--- config.mk ---
export PLATFORM = sky130hd
export DESIGN_NAME = nms_ctrl
export DESIGN_NICKNAME = d
export VERILOG_FILES = /design/src/rtl/nms_pkg.sv /design/src/rtl/nms_ctrl.sv
export SDC_FILE = /design/constraint.sdc
export NUM_CORES = 1
export LEC_CHECK = 0
export BUFFER_PORTS_ARGS = -buffer_cell sky130_fd_sc_hd__buf_2
export CORE_AREA = 2 2 39 41
export DETAILED_ROUTE_END_ITERATION = 12
export DIE_AREA = 0 0 41 43
export HOLD_SLACK_MARGIN = 0.08
export MAX_ROUTING_LAYER = met4
export PLACE_DENSITY = 0.71
export REMOVE_ABC_BUFFERS = 1
export SYNTH_ARGS = -nofsm -noshare
export SYNTH_HDL_FRONTEND = slang
export SYNTH_SLANG_ARGS = --single-unit
--- constraint.sdc ---
create_clock -name clk -period 1.88 [get_ports clk]
set_clock_uncertainty 0.2 [all_clocks]
set_input_delay 0.376 -clock clk [delete_from_list [all_inputs] [get_ports clk]]
set_output_delay 0.376 -clock clk [all_outputs]
set_load 0.02 [all_outputs]
--- src/rtl/nms_pkg.sv ---
// ----------------------------------------------------------------------------
// nms_pkg
// shared types and constants for the box suppression core
// ----------------------------------------------------------------------------
package nms_pkg;

  localparam int CoordW = 14;
  localparam int SizeW  = 13;
  localparam int ScoreW = 16;
  localparam int ThrW   = 16;
  localparam logic [ThrW-1:0] ThrReset = 16'd49152;

  // stored box geometry
  typedef struct packed {
    logic [SizeW-1:0]         h;
    logic [SizeW-1:0]         w;
    logic signed [CoordW-1:0] y;
    logic signed [CoordW-1:0] x;
  } geom_t;

  // controller to datapath
  typedef struct packed {
    logic load;
    logic addr_clr;
    logic addr_inc;
    logic srch_init;
    logic srch_issue;
    logic supp_issue;
    logic rd_best;
    logic capture;
    logic emit;
    logic final_flag;
    logic clear_set;
  } cmd_t;

  // datapath to controller
  typedef struct packed {
    logic busy;
    logic scan_last;
    logic any;
    logic out_free;
  } sts_t;

  typedef enum logic [3:0] {
    ST_IDLE,
    ST_SRCH,
    ST_SRCH_WAIT,
    ST_EMIT,
    ST_FETCH,
    ST_CAPT,
    ST_SUPP,
    ST_SUPP_WAIT,
    ST_CLEAR
  } state_t;

endpackage

--- src/rtl/nms_ctrl.sv ---
// ----------------------------------------------------------------------------
// nms_ctrl
// sequencer: load, max search, emit, fetch best, suppression scan
// ----------------------------------------------------------------------------
module nms_ctrl import nms_pkg::*; (
  input  logic clk,
  input  logic rst,
  input  logic in_valid,
  input  logic in_eos,
  output logic in_ready,
  input  sts_t sts,
  output cmd_t cmd
);

  state_t state, state_next;
  logic   has_pend, has_pend_next;

  // state register
  always_ff @(posedge clk) begin
    if (rst) begin
      state    <= ST_IDLE;
      has_pend <= 1'b0;
    end else begin
      state    <= state_next;
      has_pend <= has_pend_next;
    end
  end

  // next state and commands
  always_comb begin
    state_next    = state;
    has_pend_next = has_pend;
    cmd           = '0;
    in_ready      = 1'b0;
    unique case (state)
      ST_IDLE: begin
        in_ready = 1'b1;
        if (in_valid) begin
          cmd.load = 1'b1;
          if (in_eos) begin
            cmd.addr_clr  = 1'b1;
            cmd.srch_init = 1'b1;
            has_pend_next = 1'b0;
            state_next    = ST_SRCH;
          end
        end
      end
      ST_SRCH: begin
        cmd.srch_issue = 1'b1;
        cmd.addr_inc   = 1'b1;
        if (sts.scan_last) state_next = ST_SRCH_WAIT;
      end
      ST_SRCH_WAIT: begin
        if (!sts.busy) begin
          if (has_pend) state_next = ST_EMIT;
          else if (sts.any) state_next = ST_FETCH;
          else state_next = ST_CLEAR;
        end
      end
      ST_EMIT: begin
        if (sts.out_free) begin
          cmd.emit       = 1'b1;
          cmd.final_flag = !sts.any;
          has_pend_next  = 1'b0;
          state_next     = sts.any ? ST_FETCH : ST_CLEAR;
        end
      end
      ST_FETCH: begin
        cmd.rd_best = 1'b1;
        state_next  = ST_CAPT;
      end
      ST_CAPT: begin
        cmd.capture   = 1'b1;
        cmd.addr_clr  = 1'b1;
        has_pend_next = 1'b1;
        state_next    = ST_SUPP;
      end
      ST_SUPP: begin
        cmd.supp_issue = 1'b1;
        cmd.addr_inc   = 1'b1;
        if (sts.scan_last) state_next = ST_SUPP_WAIT;
      end
      ST_SUPP_WAIT: begin
        if (!sts.busy) begin
          cmd.addr_clr  = 1'b1;
          cmd.srch_init = 1'b1;
          state_next    = ST_SRCH;
        end
      end
      ST_CLEAR: begin
        cmd.clear_set = 1'b1;
        state_next    = ST_IDLE;
      end
      default: state_next = ST_IDLE;
    endcase
  end

  a_emit_has_pend: assert property (@(posedge clk) disable iff (rst)
    cmd.emit |-> has_pend) else $error("emit without a pending box");
  a_idle_after_clear: assert property (@(posedge clk) disable iff (rst)
    cmd.clear_set |=> (state == ST_IDLE && in_ready)) else $error("clear not to idle");
  a_capture_after_fetch: assert property (@(posedge clk) disable iff (rst)
    cmd.capture |-> $past(cmd.rd_best)) else $error("capture without fetch");

endmodule

==> implementation parameters, run 1 <==
Parameter                              Value

Clock tree
  Clock edge transition at the registers on the reported setup and hold paths    0.04 ns
  Number of buffers inserted during clock tree synthesis    3
  Total clock sinks    5
  Max H-tree Level    1
  Clock root buffer    sky130_fd_sc_hd__clkbuf_4
  Clk_lat worst skew    0.24 ns
  Clock tree from TritonCTS    done
  CTS Buffer Depth    2

Synth
  Number of enable flip-flop cells after synthesis    0
  Cells after Synth    65
  Most common cell in the synthesized netlist    sky130_fd_sc_hd__nor2_1
  Top-area cell type share of the netlist area    20.6%
  Count of unique library cells instantiated by Yosys    31
  Leading post-synthesis cells by cell area    sky130_fd_sc_hd__dfxtp_1, sky130_fd_sc_hd__buf_6, sky130_fd_sc_hd__nor2_1, sky130_fd_sc_hd__nor3_1, sky130_fd_sc_hd__nor4_2
  Post-synth ARST share    0%
  Register bit count reported by yosys    5
  Synth area leader    sky130_fd_sc_hd__dfxtp_1
  Sequential share of the synthesized area    20.6%
  Ys flop type    sky130_fd_sc_hd__dfxtp_1
  Synthesized area    487 µm²
  Number of warnings printed during yosys synthesis    0
  Leading cell types by count after synthesis    sky130_fd_sc_hd__nor2_1, sky130_fd_sc_hd__nand2_1, sky130_fd_sc_hd__dfxtp_1, sky130_fd_sc_hd__nor3_1, sky130_fd_sc_hd__inv_1
  Post-synthesis average cell area    7.49 µm²

Global route
  Aggregate global-route resource usage    19.8%
  GR Overflow Total    0
  Initial antenna violation count    0
  Global-route wire length before repair    2350 µm
  Number of global-route vias before repair    603
  Maximum number of pins on one net before global-route repair    11

Placed design
  Routability congestion estimate from global placement    0.859
  Count of input and output buffers    19
  Post-DP HPWL    1060 µm
  Placed instance count    104

Layout
  Post-layout utilization of the core    57.7%
  Share of post-route cells with drive strength above 1    59.4%
  Post-synthesis to final-layout area growth    64.0%
  Post-Layout Cell Count    112
  Total inserted antenna cells    0
  Post-layout nets    105

Setup path
  Slowest stage cell, crit path    sky130_fd_sc_hd__or3_4
  Required time worst endpoint    1.30 ns
  CP Launch Type    flip-flop
  Worst flop-to-flop path startpoint    state[0]$_SDFFE_PP0P_
  Buffer and inverter count on the worst path    1
  Worst Path Arrival    1.41 ns
  Biggest cell delay along the critical path    0.37 ns
  Worst R2R Setup Slack    0.15 ns
  CP Class    reg2out
  Crit path cell chain    or2b_1 -> or3_4 -> nor2_4 -> buf_6
  Top Family by Delay on Critical Path    simple AND/OR/NAND/NOR gates
  Path depth of the worst reg2reg path    6
  Critical R2R Capture    state[1]$_SDFFE_PP0P_
  Largest fanout on the critical path    5
  Element type at the critical path end    output pin

STA
  Crit share post-route    106%
  Maximum clock frequency    503 MHz
  Setup total negative slack    -0.374 ns
  Setup repair after global routing missed its margin    yes
  Total count of max-transition violations in the final report    0
  # setup viols final    6
  Hold violation count in the final report    0
  Crit path setup slack, layout    -0.107 ns
  Crit path time final    1.99 ns
  Actual transition at the worst max-transition pin    0.298 ns
  Headroom to the max-slew limit    79.9%

Floorplan
  Starting density of the core    35.2%
  Row count    14
  Floorplan core area    1380 µm²
  Top Ports    20
  Die outline area    1760 µm²
  Die X    41 µm
  Vert. Die Dim    43 µm

Route
  Iter 0 DRT Violations    2
  DRT Pass-1 Iters    4
  Routed wire per std cell    13.3 µm
  Post-detailed-route count of antenna-violating nets    0
  Final routed DRC violation total    0
  Average via count per standard cell    5.43
  Number of vias after detailed routing    608
  Wire length after detailed routing    1490 µm

Hold path
  Number of stages on the worst hold path    2
  Hold EP    state[3]$_SDFFE_PP0P_
  HP Class    in2reg
  Startpoint of the lowest-slack hold path    rst

Outcome
  Violations in the final reports    negative setup slack
  Outcome    complete, but fails checks

Power
  Overall power after layout    447 µW
  Highest ir drop seen on vdd    0.303 mV
  Leak pwr    0.358 nW
  Power density of the placed cells    560 nW/µm²

Job
  Number of max-capacitance violations reported    0
-- logic make-up (layout without fill, tap and decap cells) --
family / after synthesis / after routing / synth area share, %
and+or+nand+nor: 36 / 36 / 42.7
AOI/OAI and AO/OA: 13 / 13 / 20.1
buffers and inverters: 9 / 40 / 12.6
DFF: 5 / 5 / 20.6
muxes: 2 / 2 / 4.11
-- worst reg2reg max path, delay by kind of cell (launching register included) --
family / cells / cell delay, ns
flops: 1 / 0.33
compound gates: 3 / 0.69
buf+inv: 2 / 0.26
simple gates: 1 / 0.14
-- placed cells by master, fill, tap and decap left out, types with 3 or more instances in the layout --
| master | synthesis | final |
|---|---|---|
| sky130_fd_sc_hd__inv_1 | 4 | 4 |
| sky130_fd_sc_hd__nand2_1 | 6 | 5 |
| sky130_fd_sc_hd__buf_6 | 3 | 7 |
| sky130_fd_sc_hd__nor2_1 | 7 | 6 |
| sky130_fd_sc_hd__buf_4 | 1 | 15 |
| sky130_fd_sc_hd__a21oi_2 | 1 | 3 |
| sky130_fd_sc_hd__buf_2 | 1 | 10 |
| sky130_fd_sc_hd__dfxtp_2 | 0 | 3 |
| sky130_fd_sc_hd__clkbuf_4 | 0 | 3 |
-- report_power, final --
part / switching [mW] / internal (mW)
Sequential: 0.00501 / 0.113
Combinational: 0.109 / 0.0989
Clock: 0.0410 / 0.0801
Total: 0.155 / 0.292
-- worst max-delay path by stage --
stage                                     start      to  slack [ns]  depth (start not counted)
after floorplan           state[0]$_SDFFE_PP0P_  cmd[8]       -0.24                          3
after global placement    state[0]$_SDFFE_PP0P_  cmd[3]        0.11                          5
after detailed placement  state[2]$_SDFFE_PP0P_  cmd[9]        0.09                          5
after CTS                 state[0]$_SDFFE_PP0P_  cmd[1]       -0.12                          4
after global routing      state[0]$_SDFFE_PP0P_  cmd[1]       -0.17                          4
final                     state[2]$_SDFFE_PP0P_  cmd[1]       -0.11                          4
-- through the flow --
step	instance area [µm²]	hold WS [ns]	setup WS (ns)
finish	798	0.192	-0.107
global route	798	0.192	-0.170
CTS	772	0.181	-0.122
detailed placement	623	0.385	0.0933
global placement	623	0.382	0.109
floorplan	440	0.245	-0.244
-- layer usage --
layer	GRT usage [%]	vias to the layer above	wire, µm
met1	22.4	293	594
li1	-	294	-
met5	-	-	0
met4	12.0	0	14
met2	31.9	19	817
met3	1.57	2	66
-- cell type report --
| cell class | instances | area [µm²] |
|---|---|---|
| inverter | 4 | 15.0 |
| fill | 116 | 586 |
| multi-input combinational | 51 | 392 |
| timing repair buffer | 32 | 241 |
| tap | 16 | 20.0 |
| sequential | 5 | 104 |
| clock buffer | 4 | 26.3 |
-- timing repair --
item	in CTS	in global routing
gates resized for setup	26	7
endpoints found under the setup margin	8	10
buffers inserted	4	0
pin swaps	5	0
hold buffers	0	0
-- registers in the layout, indices dropped and copies added, names as in the netlist --
signal    flops
state         4
has_pend      1
No activity file was read; power rests on OpenSTA's default activity.
==> inputs of run 2 (changes only) <==
--- a/config.mk
+++ b/config.mk
@@ -6,6 +6,7 @@
 export NUM_CORES = 1
 export LEC_CHECK = 0
 export BUFFER_PORTS_ARGS = -buffer_cell sky130_fd_sc_hd__buf_2
+export CAP_MARGIN = 30
 export CORE_AREA = 2 2 39 41
 export DETAILED_ROUTE_END_ITERATION = 12
 export DIE_AREA = 0 0 41 43
@@ -13,6 +14,7 @@
 export MAX_ROUTING_LAYER = met4
 export PLACE_DENSITY = 0.71
 export REMOVE_ABC_BUFFERS = 1
+export SKIP_LAST_GASP = 1
 export SYNTH_ARGS = -nofsm -noshare
 export SYNTH_HDL_FRONTEND = slang
 export SYNTH_SLANG_ARGS = --single-unit
==> implementation parameters, run 2 (synthesis gave the netlist of run 1 again) <==
Parameter                              Value

Route
  Wire length after detailed routing    1530 µm
  Iter 0 DRT Violations    6
  Final routed DRC violation total    0
  DRT Pass-1 Iters    4
  Average via count per standard cell    5.35
  Routed wire per std cell    13.3 µm
  Post-detailed-route count of antenna-violating nets    0
  Number of vias after detailed routing    615

Global route
  Aggregate global-route resource usage    19.4%
  Number of global-route vias before repair    591
  Initial antenna violation count    0
  GR Overflow Total    0
  Global-route wire length before repair    2300 µm
  Maximum number of pins on one net before global-route repair    11

Clock tree
  Clock root buffer    sky130_fd_sc_hd__clkbuf_4
  Hold bufs inserted after CTS    0
  Clock tree from TritonCTS    done
  Max H-tree Level    1
  Total clock sinks    5
  Number of buffers inserted during clock tree synthesis    3
  CTS Buffer Depth    2
  Clock edge transition at the registers on the reported setup and hold paths    0.04 ns
  Clk_lat worst skew    0.24 ns

STA
  Total count of max-transition violations in the final report    0
  Crit path time final    2.00 ns
  # setup viols final    7
  Hold violation count in the final report    0
  Crit path setup slack, layout    -0.118 ns
  Maximum clock frequency    500 MHz
  Headroom to the max-slew limit    79.8%
  Crit share post-route    106%
  Actual transition at the worst max-transition pin    0.299 ns
  Setup repair after global routing missed its margin    yes

Power
  Leak pwr    0.390 nW
  Highest ir drop seen on vdd    0.303 mV
  Overall power after layout    459 µW
  Power density of the placed cells    549 nW/µm²

Floorplan
  Die X    41 µm
  Starting density of the core    35.2%
  Floorplan core area    1380 µm²
  Vert. Die Dim    43 µm
  Die outline area    1760 µm²
  Top Ports    20
  Row count    14

Layout
  Most frequent standard cell in the layout excluding fill and tap cells    sky130_fd_sc_hd__buf_4
  Share of post-route cells with drive strength above 1    60.6%
  Highest-count cells in the layout ignoring fill and taps    sky130_fd_sc_hd__buf_4, sky130_fd_sc_hd__buf_2, sky130_fd_sc_hd__buf_6
  Post-layout nets    108
  Largest regs    state (4), has_pend (1)
  Post-synthesis to final-layout area growth    71.7%
  Biggest register    state
  Total inserted antenna cells    0
  Max reg flops    4

Setup path
  Largest fanout on the critical path    5
  CP Launch Type    flip-flop
  Element type at the critical path end    output pin
  Worst Path Arrival    1.42 ns
  Required time worst endpoint    1.30 ns
  CP Class    reg2out

Job
  Number of max-capacitance violations reported    0

Placed design
  Count of input and output buffers    19
  Routability congestion estimate from global placement    0.859
  Post-DP HPWL    1060 µm
  Setup slack at placement    0.0933 ns

Outcome
  Outcome    complete, but fails checks
  Violations in the final reports    negative setup slack

Hold path
  HP Class    in2reg
[run 2: where the power goes]
| group | internal [mW] | switching (mW) | leakage (nW) | total, mW |
|---|---|---|---|---|
| Combinational | 0.109 | 0.112 | 0.333 | 0.221 |
| Clock | 0.0800 | 0.0405 | 0.0150 | 0.121 |
| Sequential | 0.112 | 0.00501 | 0.0422 | 0.117 |
| Total | 0.301 | 0.158 | 0.390 | 0.459 |
[run 2: critical path: stages, from the launching register on]
cell	delay [ns]
sky130_fd_sc_hd__dfxtp_2	0.34
sky130_fd_sc_hd__or2b_1	0.27
sky130_fd_sc_hd__or3_4	0.37
sky130_fd_sc_hd__nor2_4	0.09
sky130_fd_sc_hd__buf_6	0.12
[run 2: per-layer routing]
metal | share of wire, % | global-route usage [%] | wire length, µm
met5 | 0 | - | 0
met4 | 2.7 | 11.3 | 42
met3 | 5.9 | 2.09 | 90
met2 | 54 | 30.9 | 833
met1 | 37 | 22.1 | 567
[run 2: path summary, 6_finish.rpt]
check                             start               endpoint  slack (ns)  cells after the start
setup / recovery  state[2]$_SDFFE_PP0P_                 cmd[1]       -0.12                      4
hold / removal                      rst  state[3]$_SDFFE_PP0P_        0.19                      2
setup reg to reg  state[0]$_SDFFE_PP0P_  state[1]$_SDFFE_PP0P_        0.16                      6
hold reg to reg   has_pend$_SDFFE_PP0P_  has_pend$_SDFFE_PP0P_        0.38                      2
[run 2: per-stage QoR]
step	std cells	setup TNS [ns]	area, µm²	util [%]	hold WS [ns]
detailed placement	104	0	623	45.0	0.385
global route	115	-0.958	836	60.4	0.193
floorplan	60	-0.390	440	-	0.245
global placement	104	0	623	45.0	0.382
finish	115	-0.445	836	60.4	0.192
CTS	112	-0.419	766	55.3	0.181
[run 2: cell type report]
class                   instances  area, µm²
clock buffers                   4       26.3
fillers                       116        548
inverters                       4       15.0
multi-input cells              51        397
flip-flops and latches          5        106
well taps                      16       20.0
repair buffers                 35        272
[run 2: repair_timing]
action                                  in CTS  in global routing
pin swaps                                    4                  6
gates cloned                                 0                  0
buffers inserted                             4                  3
gates resized for setup                     24                 13
endpoints found under the setup margin       8                 10
